### src/hw/rtl/assert_macros.svh
// Assertion macros shared by the RTL
`ifndef ASSERT_MACROS_SVH
`define ASSERT_MACROS_SVH

// Clocked assertion, disabled while reset is active
`define ASSERT_CLK(lbl, clk, rst_n, prop, msg) \
    lbl: assert property (@(posedge clk) disable iff (!rst_n) prop) else $error(msg);

// Clocked assertion, active during reset as well
`define ASSERT_ALWAYS(lbl, clk, prop, msg) \
    lbl: assert property (@(posedge clk) prop) else $error(msg);

`endif

### src/hw/rtl/fwsw_pkg.sv
// Types, constants and fixed-point helpers of the f-wave shallow water solver
package fwsw_pkg;

    localparam int FRAC_BITS = 16;
    localparam int GAP_MIN   = ((1 << FRAC_BITS) + 50) / 100;
    localparam logic [30:0] GRAVITY_RESET = 31'd642908;

    localparam int SQ_STEPS = (31 + FRAC_BITS + 1) / 2;
    localparam int DIV_W    = 32 + FRAC_BITS;

    localparam int FRONT_STG = 8;
    localparam int MID1_STG  = 4;
    localparam int MID2_STG  = 6;
    localparam int TAIL_STG  = 5;
    localparam int PIPE_STG  = FRONT_STG + SQ_STEPS + MID1_STG + DIV_W + MID2_STG + DIV_W
                               + TAIL_STG;

    localparam logic [1:0] STATUS_OK         = 2'd0;
    localparam logic [1:0] STATUS_ZERO_DEPTH = 2'd1;
    localparam logic [1:0] STATUS_SMALL_GAP  = 2'd2;

    localparam logic signed [65:0] S32_MAX66 = 66'sd2147483647;
    localparam logic signed [65:0] S32_MIN66 = -66'sd2147483648;

    typedef struct packed {
        logic [30:0]        depth_left;
        logic [30:0]        depth_right;
        logic signed [31:0] momentum_left;
        logic signed [31:0] momentum_right;
        logic signed [31:0] bed_left;
        logic signed [31:0] bed_right;
        logic signed [31:0] velocity_left;
        logic signed [31:0] velocity_right;
    } t_in_item;

    typedef struct packed {
        logic signed [31:0] height_update_left;
        logic signed [31:0] height_update_right;
        logic signed [31:0] flow_update_left;
        logic signed [31:0] flow_update_right;
        logic [30:0]        max_wave_speed;
        logic [1:0]         status;
    } t_out_item;

    typedef struct packed {
        logic                dry;
        logic                zero;
        logic                wet_l;
        logic                wet_r;
        logic                small_gap;
        logic [30:0]         hl;
        logic [30:0]         hr;
        logic [30:0]         hroe;
        logic signed [31:0]  hul;
        logic signed [31:0]  hur;
        logic signed [31:0]  ul;
        logic signed [31:0]  ur;
        logic signed [31:0]  bd;
        logic signed [63:0]  pa;
        logic signed [63:0]  pb;
        logic signed [63:0]  pc;
        logic signed [63:0]  pd;
        logic signed [63:0]  pe;
        logic signed [63:0]  pf;
        logic signed [31:0]  xc;
        logic signed [31:0]  gbd;
        logic signed [31:0]  hhl;
        logic signed [31:0]  hhr;
        logic signed [31:0]  mu_l;
        logic signed [31:0]  mu_r;
        logic signed [31:0]  press_l;
        logic signed [31:0]  press_r;
        logic signed [31:0]  bath;
        logic signed [31:0]  fl1;
        logic signed [31:0]  fr1;
        logic signed [31:0]  df0;
        logic signed [31:0]  dd;
        logic signed [31:0]  df1;
        logic [SQ_STEPS-1:0] sl;
        logic [SQ_STEPS-1:0] sr;
        logic [SQ_STEPS-1:0] c;
        logic [SQ_STEPS:0]   den;
        logic signed [31:0]  ta;
        logic signed [31:0]  tb;
        logic signed [31:0]  num;
        logic                num_neg;
        logic [DIV_W-1:0]    num_mag;
        logic signed [31:0]  uroe;
        logic signed [31:0]  lam0;
        logic signed [31:0]  lam1;
        logic [30:0]         gaps;
        logic signed [31:0]  n0;
        logic signed [31:0]  n1;
        logic                n0_neg;
        logic                n1_neg;
        logic [DIV_W-1:0]    n0_mag;
        logic [DIV_W-1:0]    n1_mag;
        logic signed [31:0]  alpha0;
        logic signed [31:0]  alpha1;
        logic signed [31:0]  huw0;
        logic signed [31:0]  huw1;
        logic signed [31:0]  upd0;
        logic signed [31:0]  upd1;
        logic signed [31:0]  upd2;
        logic signed [31:0]  upd3;
        logic [30:0]         speed;
    } t_ctx;

    function automatic logic signed [31:0] f_sat32(input logic signed [65:0] v);
        if (v > S32_MAX66) begin
            return 32'sh7FFFFFFF;
        end else if (v < S32_MIN66) begin
            return 32'sh80000000;
        end
        return $signed(v[31:0]);
    endfunction

    function automatic logic signed [31:0] f_qadd(input logic signed [31:0] a,
                                                  input logic signed [31:0] b);
        return f_sat32(66'(a) + 66'(b));
    endfunction

    function automatic logic signed [31:0] f_qsub(input logic signed [31:0] a,
                                                  input logic signed [31:0] b);
        return f_sat32(66'(a) - 66'(b));
    endfunction

    function automatic logic signed [31:0] f_qneg(input logic signed [31:0] a);
        return f_sat32(-66'(a));
    endfunction

    function automatic logic signed [63:0] f_mul(input logic signed [31:0] a,
                                                 input logic signed [31:0] b);
        return 64'(a) * 64'(b);
    endfunction

    function automatic logic signed [31:0] f_qround(input logic signed [63:0] p);
        logic signed [65:0] t;
        t = (66'(p) + (66'sd1 <<< (FRAC_BITS - 1))) >>> FRAC_BITS;
        return f_sat32(t);
    endfunction

    function automatic logic [DIV_W-1:0] f_abs_mag(input logic signed [31:0] a);
        logic [31:0] m;
        m = a[31] ? (~a + 32'd1) : a;
        return DIV_W'(m) << FRAC_BITS;
    endfunction

    function automatic logic signed [31:0] f_quot_sat(input logic neg,
                                                      input logic [DIV_W-1:0] q);
        if (neg) begin
            if (q >= DIV_W'(33'h080000000)) begin
                return 32'sh80000000;
            end
            return $signed(~q[31:0] + 32'd1);
        end
        if (q > DIV_W'(32'h7FFFFFFF)) begin
            return 32'sh7FFFFFFF;
        end
        return $signed(q[31:0]);
    endfunction

endpackage

### src/hw/rtl/fwsw_sqrt.sv
// Pipelined integer square root of a fixed-point value, one root bit per stage
module fwsw_sqrt (
    input  logic                           i_clk,
    input  logic                           i_en,
    input  logic [30:0]                    i_x,
    output logic [fwsw_pkg::SQ_STEPS-1:0]  o_root
);
    import fwsw_pkg::*;

    localparam int VW = 2 * SQ_STEPS;
    localparam int RW = SQ_STEPS + 2;

    logic [VW-1:0]       r_v    [SQ_STEPS];
    logic [RW-1:0]       r_rem  [SQ_STEPS];
    logic [SQ_STEPS-1:0] r_root [SQ_STEPS];
    logic [VW-1:0]       n_v    [SQ_STEPS];
    logic [RW-1:0]       n_rem  [SQ_STEPS];
    logic [SQ_STEPS-1:0] n_root [SQ_STEPS];

    always_comb begin
        logic [VW-1:0]       v_in;
        logic [RW-1:0]       rem_in;
        logic [SQ_STEPS-1:0] root_in;
        logic [RW+1:0]       part;
        logic [RW+1:0]       trial;
        for (int k = 0; k < SQ_STEPS; k++) begin
            if (k == 0) begin
                v_in    = VW'(i_x) << FRAC_BITS;
                rem_in  = '0;
                root_in = '0;
            end else begin
                v_in    = r_v[k-1];
                rem_in  = r_rem[k-1];
                root_in = r_root[k-1];
            end
            part  = {rem_in, v_in[VW-1 -: 2]};
            trial = (RW+2)'({root_in, 2'b01});
            if (part >= trial) begin
                n_rem[k]  = RW'(part - trial);
                n_root[k] = {root_in[SQ_STEPS-2:0], 1'b1};
            end else begin
                n_rem[k]  = RW'(part);
                n_root[k] = {root_in[SQ_STEPS-2:0], 1'b0};
            end
            n_v[k] = v_in << 2;
        end
    end

    always_ff @(posedge i_clk) begin
        if (i_en) begin
            for (int k = 0; k < SQ_STEPS; k++) begin
                r_v[k]    <= n_v[k];
                r_rem[k]  <= n_rem[k];
                r_root[k] <= n_root[k];
            end
        end
    end

    assign o_root = r_root[SQ_STEPS-1];

endmodule

### config.mk
export PLATFORM = sky130hd
export DESIGN_NAME = fwsw_sqrt
export DESIGN_NICKNAME = d
export VERILOG_FILES = /design/src/hw/rtl/assert_macros.svh /design/src/hw/rtl/fwsw_pkg.sv /design/src/hw/rtl/fwsw_sqrt.sv
export SDC_FILE = /design/constraint.sdc
export NUM_CORES = 2
export LEC_CHECK = 0
export ABC_AREA = 1
export BUFFER_PORTS_ARGS = -buffer_cell sky130_fd_sc_hd__buf_2
export CORE_MARGIN = 2
export CORE_UTILIZATION = 40
export DETAILED_ROUTE_END_ITERATION = 8
export PLACE_DENSITY = 0.53
export SYNTH_ARGS = -nofsm -noshare
export SYNTH_HDL_FRONTEND = slang
export SYNTH_SLANG_ARGS = --single-unit
### constraint.sdc
create_clock -name i_clk -period 4.94 [get_ports i_clk]
set_input_delay 0.741 -clock i_clk [delete_from_list [all_inputs] [get_ports i_clk]]
set_output_delay 0.741 -clock i_clk [all_outputs]
set_load 0.01 [all_outputs]
; After elaboration in Yosys (flattened, before gate mapping)
; Memory sizes are Yosys's and may differ from the RTL's.
; Cells that the tools add are included.
[word_totals]
reg_bits = 0
ram_bits = 2304
out_inout_bits = 24
wordCells = 101
memories = 3
[mem_list]
columns = memory, depth, word_bits, rd, rd_ports_with_merged_regs, wr, line_no
row1 = r_v, 24, 46, 23, 0, 24, fwsw_sqrt.sv:13  ; logic [VW-1:0] r_v [SQ_STEPS];
row2 = r_rem, 24, 26, 23, 0, 24, fwsw_sqrt.sv:14  ; logic [RW-1:0] r_rem [SQ_STEPS];
row3 = r_root, 24, 24, 24, 0, 24, fwsw_sqrt.sv:15  ; logic [SQ_STEPS-1:0] r_root [SQ_STEPS];
[classes]
n_addsub = 24
magnitude_cmp = 24
n_mux = 50
[op_table]
columns = op, count
row1 = $ge 28x26->1, 23
row2 = $mux 26, 24
row3 = $sub 26x26->26, 23
row4 = $mux 1, 26
row5 = $sub 1x1->2 const B, 1
row6 = $ge 1x1->1 const B, 1

; Logic depth before layout (Yosys ltp)
; An unclocked memory read counts as a cell.
[depth]
ltp_word = 3
mapped_depth = 15
ltp_nobuf = 14

; Worst setup path after synthesis
; OpenSTA, ideal clock, no wires.
[synth_path]
path_kind = register to register
startpoint = memory r_rem[2][104] (netlist name)
endpoint = memory r_rem[2][142] (netlist name) (data pin)
setup_time_ps = 258
arrival_ps = 1808
setup_slack_ps = 2874
stages_incl_launch_ff = 10
n_path_buf = 1
period_less_slack_ps = 2066
cell_sequence = edfxtp_1 ha_1 fa_1 nand3_1 nand3_1 nand2_1 inv_1 nor2_2 buf_2 o21ai_1
[synth_lines]
columns = element, line_no
row1 = start: declaration, fwsw_sqrt.sv:14

==> qor.csv <==
stage,metric,value,unit
floorplan,start_util,40.2,%
timing,hold_viol_final,0,
floorplan,die_area,171000,um^2
cells_and_area,syn2layout_area_growth,10.7,%
synthesis,avgSynthCellArea,8.03,um^2
route,viasPerCell,4.86,
clocking,clk_path_buf_depth,3,
worst_setup_path,cp_slowest_cell,nor2_2,
timing,layout_setup_ws,1.86,ns
clocking,clkLatencyLatePin,0.78,ns
place,gp_congestion,0.930,
place,hpwlAfterDp,143000,um
timing,rsz0062_at_grt,no,
synthesis,syn_nets,8714,
cells_and_area,layout.nets,8872,
timing,drv_slew,0,
cells_and_area,diodes,0,
worst_setup_path,required,5.40,ns
grt,grt_max_degree,121,
cells_and_area,fin_util,44.5,%
grt,grt_pass1_wl,285000,um
synthesis,async_reset_ff_share,0,%
synthesis,synth_seq_cells,1091,
synthesis,synth.distinct_cells,54,
route,wirelength,182000,um
synthesis,ys_seq_area_share,48.8,%
cells_and_area,final_common_cell,nand2_1,
timing,min_period,3.08,ns
worst_setup_path,path_delay_family,simple AND/OR/NAND/NOR gates,
worst_setup_path,cp-startpoint,r_rem[2][104]$_SDFFCE_PP0P_,
worst_setup_path,cpMostUsedCell,nand3_1,
clocking,numCtsBuffers,132,
place,port_buffers,56,
floorplan,fp-row-count,150,
worst_setup_path,worstReg2RegStart,r_rem[2][104]$_SDFFCE_PP0P_,
grt,gr-total-overflow,0,
pwr,seq_power_share,43.4,%
worst_setup_path,start_kind,flip-flop,
cells_and_area,drive_gt1_share,6.33,%
cells_and_area,fillCellCount,16600,
pwr,clkPwrFrac,34.0,%
timing,finalSetupViolCount,0,
worst_setup_path,max_stage_delay,0.92,ns
worst_setup_path,crit_chain,ha_1 -> fa_1 -> nand3_1 -> nand3_1 -> nand2_1 -> inv_1 -> nor2_2 -> o21ai_0,
route,first_pass_iters,7,
synthesis,synthFlopType,edfxtp_1,
worst_setup_path,critical_path_arrival,3.54,ns
route,drt_iter0_drc,3774,
cells_and_area,multi_input_area,27900,um^2
pwr,power_density,380,nW/um^2
pwr,max-vdd-ir-drop,0.000334,V
cells_and_area,regArea,32800,um^2
worst_setup_path,path_max_fanout,31,
synthesis,synth_area_leaders,"edfxtp_1, nand2_1, inv_1, ha_1, nor2_1",
job,drv_cap,0,
floorplan,die_w,414,um
grt,grt_util_all_layers,21.3,%
pwr,p_sw_share,31.8,%
route,routedWlPerCell,16.8,um
clocking,cts_tree,built,
synthesis,syn_inst,8365,
clocking,clk_pin_slew_worst_paths,0.06,ns
route,ant_nets,0,
timing,relSlewSlack,17.5,%
route,vias,52600,
pwr,switchingPower,8990,uW
floorplan,chipHeight,414,um
timing,tns,0,ns
floorplan,core_area,167000,um^2
pwr,intPower,19300,uW
worst_setup_path,cp.buffers_inverters,1,
grt,grt_pass1_vias,50900,
outcome,status,"finished, final reports clean",
timing,skew,0.0264,ns
worst_setup_path,cp-end-kind,flip-flop,
grt,antenna_found_initial,1,
synthesis,syn_area,67200,um^2
timing,max_freq,325,MHz
clocking,cts_hold_buf,0,
worst_setup_path,critPathKind,flip-flop to flip-flop,
floorplan,ios,57,
min_path,hold_start,i_x[23],
clocking,htree_levels,4,
timing,period_share,62.4,%
pwr,combPwrFrac,22.5,%
synthesis,synth_edf_count,1091,
min_path,hp-class,input pin to flip-flop,
place,pre_cts_ws,1.84,ns
clocking,post_cts_resized,0,
clocking,cts_setup_buffers,0,
cells_and_area,layout_common_cells,"nand2_1, inv_1, edfxtp_1",
synthesis,yosys.area.top_type,edfxtp_1,
timing,worst_slew_pin_slew,1.24,ns
pwr,cellLeakagePower,0.0346,uW
synthesis,synth_top_area_share,48.8,%
clocking,cts_root_buffer,clkbuf_16,
clocking,cts.sinks,1091,
route,route.detailed.drc,0,
synthesis,yosys_warnings,0,
==> power groups by stage <==
stage / clock (uW) / combinational [uW] / sequential [uW]
2_1_floorplan: 0 / 4560 / 12000
3_3_place_gp: 0 / 6300 / 12500
3_5_place_dp: 0 / 6320 / 12500
4_1_cts: 9950 / 6360 / 12300
5_1_grt: 10300 / 7280 / 12400
6_report: 9620 / 6360 / 12300
==> flip-flops by register name, indices dropped and copies added, names as in the netlist <==
register	flops
r_rem	551
r_root	300
r_v	240
==> area by class of cell <==
type	instances	share of cell area [%]
clock buffer	151	4.62
timing repair buffer	92	0.939
sequential	1091	44.1
clock inverter	84	1.13
tap	2204	3.71
inverter	1585	8.02
multi-input combinational	5621	37.5
==> worst register-to-register path, delay by kind of cell, from the launching register on <==
family	cells	cell delay, ns
and+or+nand+nor	4	1.34
adders and majority gates	2	0.71
DFF	1	0.45
AOI/OAI and AO/OA	1	0.22
buffers and inverters	1	0.06
==> synthesized netlist by cell type (2+ instances only) <==
master / count
nand2_1: 2920
inv_1: 1555
edfxtp_1: 1091
nor2_1: 722
nand3_1: 532
ha_1: 309
a21oi_1: 219
nand4_1: 122
xnor2_1: 103
o21ai_0: 102
xor2_1: 95
a21oi_2: 78
o21ai_1: 71
nor3_1: 70
nand3b_1: 65
nand2_2: 37
o21ai_2: 32
buf_4: 27
nor2_2: 27
inv_2: 25
buf_6: 24
or2_2: 22
and2_1: 19
buf_2: 16
nand3_2: 9
nor2_4: 9
and3_1: 7
fa_1: 7
o21bai_1: 7
nand2_4: 5
or2_1: 5
inv_4: 4
nor3b_1: 3
o211ai_1: 3
nand3_4: 2
nor3_2: 2
or2_0: 2
==> metrics by stage <==
step           instances  hold WS [ns]  power, uW  instance area (um^2)
4_1_cts            10800        0.0430      28600                 74300
2_1_floorplan       8365         0.400      16600                 67200
6_report           10800         0.134      28300                 74300
3_5_place_dp       10600         0.405      18800                 70100
5_1_grt            10800        0.0828      29900                 74300
3_3_place_gp       10600         0.400      18800                 70100
==> final timing paths <==
kind | to | slack, ns | depth (start not counted)
max | r_rem[2][140]$_DFFE_PP_ | 1.86 | 8
min | r_v[0][39]$_DFFE_PP_ | 0.13 | 1
max reg2reg | r_rem[2][140]$_DFFE_PP_ | 1.86 | 8
min reg2reg | r_v[0][359]$_DFFE_PP_ | 0.41 | 0
==> cells by family after synthesis <==
| kind of cell | synth area share, % |
|---|---|
| AO/OA/AOI/OAI | 4.58 |
| other | 0.00558 |
| buffers and inverters | 9.72 |
| adder cells (fa/ha/maj) | 5.96 |
| flip-flops | 48.8 |
| AND/OR/NAND/NOR | 28.4 |
| XOR/XNOR | 2.58 |
==> routing by layer <==
metal,wire [um],vias up,global-route usage [%]
met2,83300,985,35.0
met4,5160,0,6.77
li1,-,27000,-
met1,86600,24300,29.4
met5,0,-,0
met3,7150,290,2.51
(Power assumes the default switching activity.)
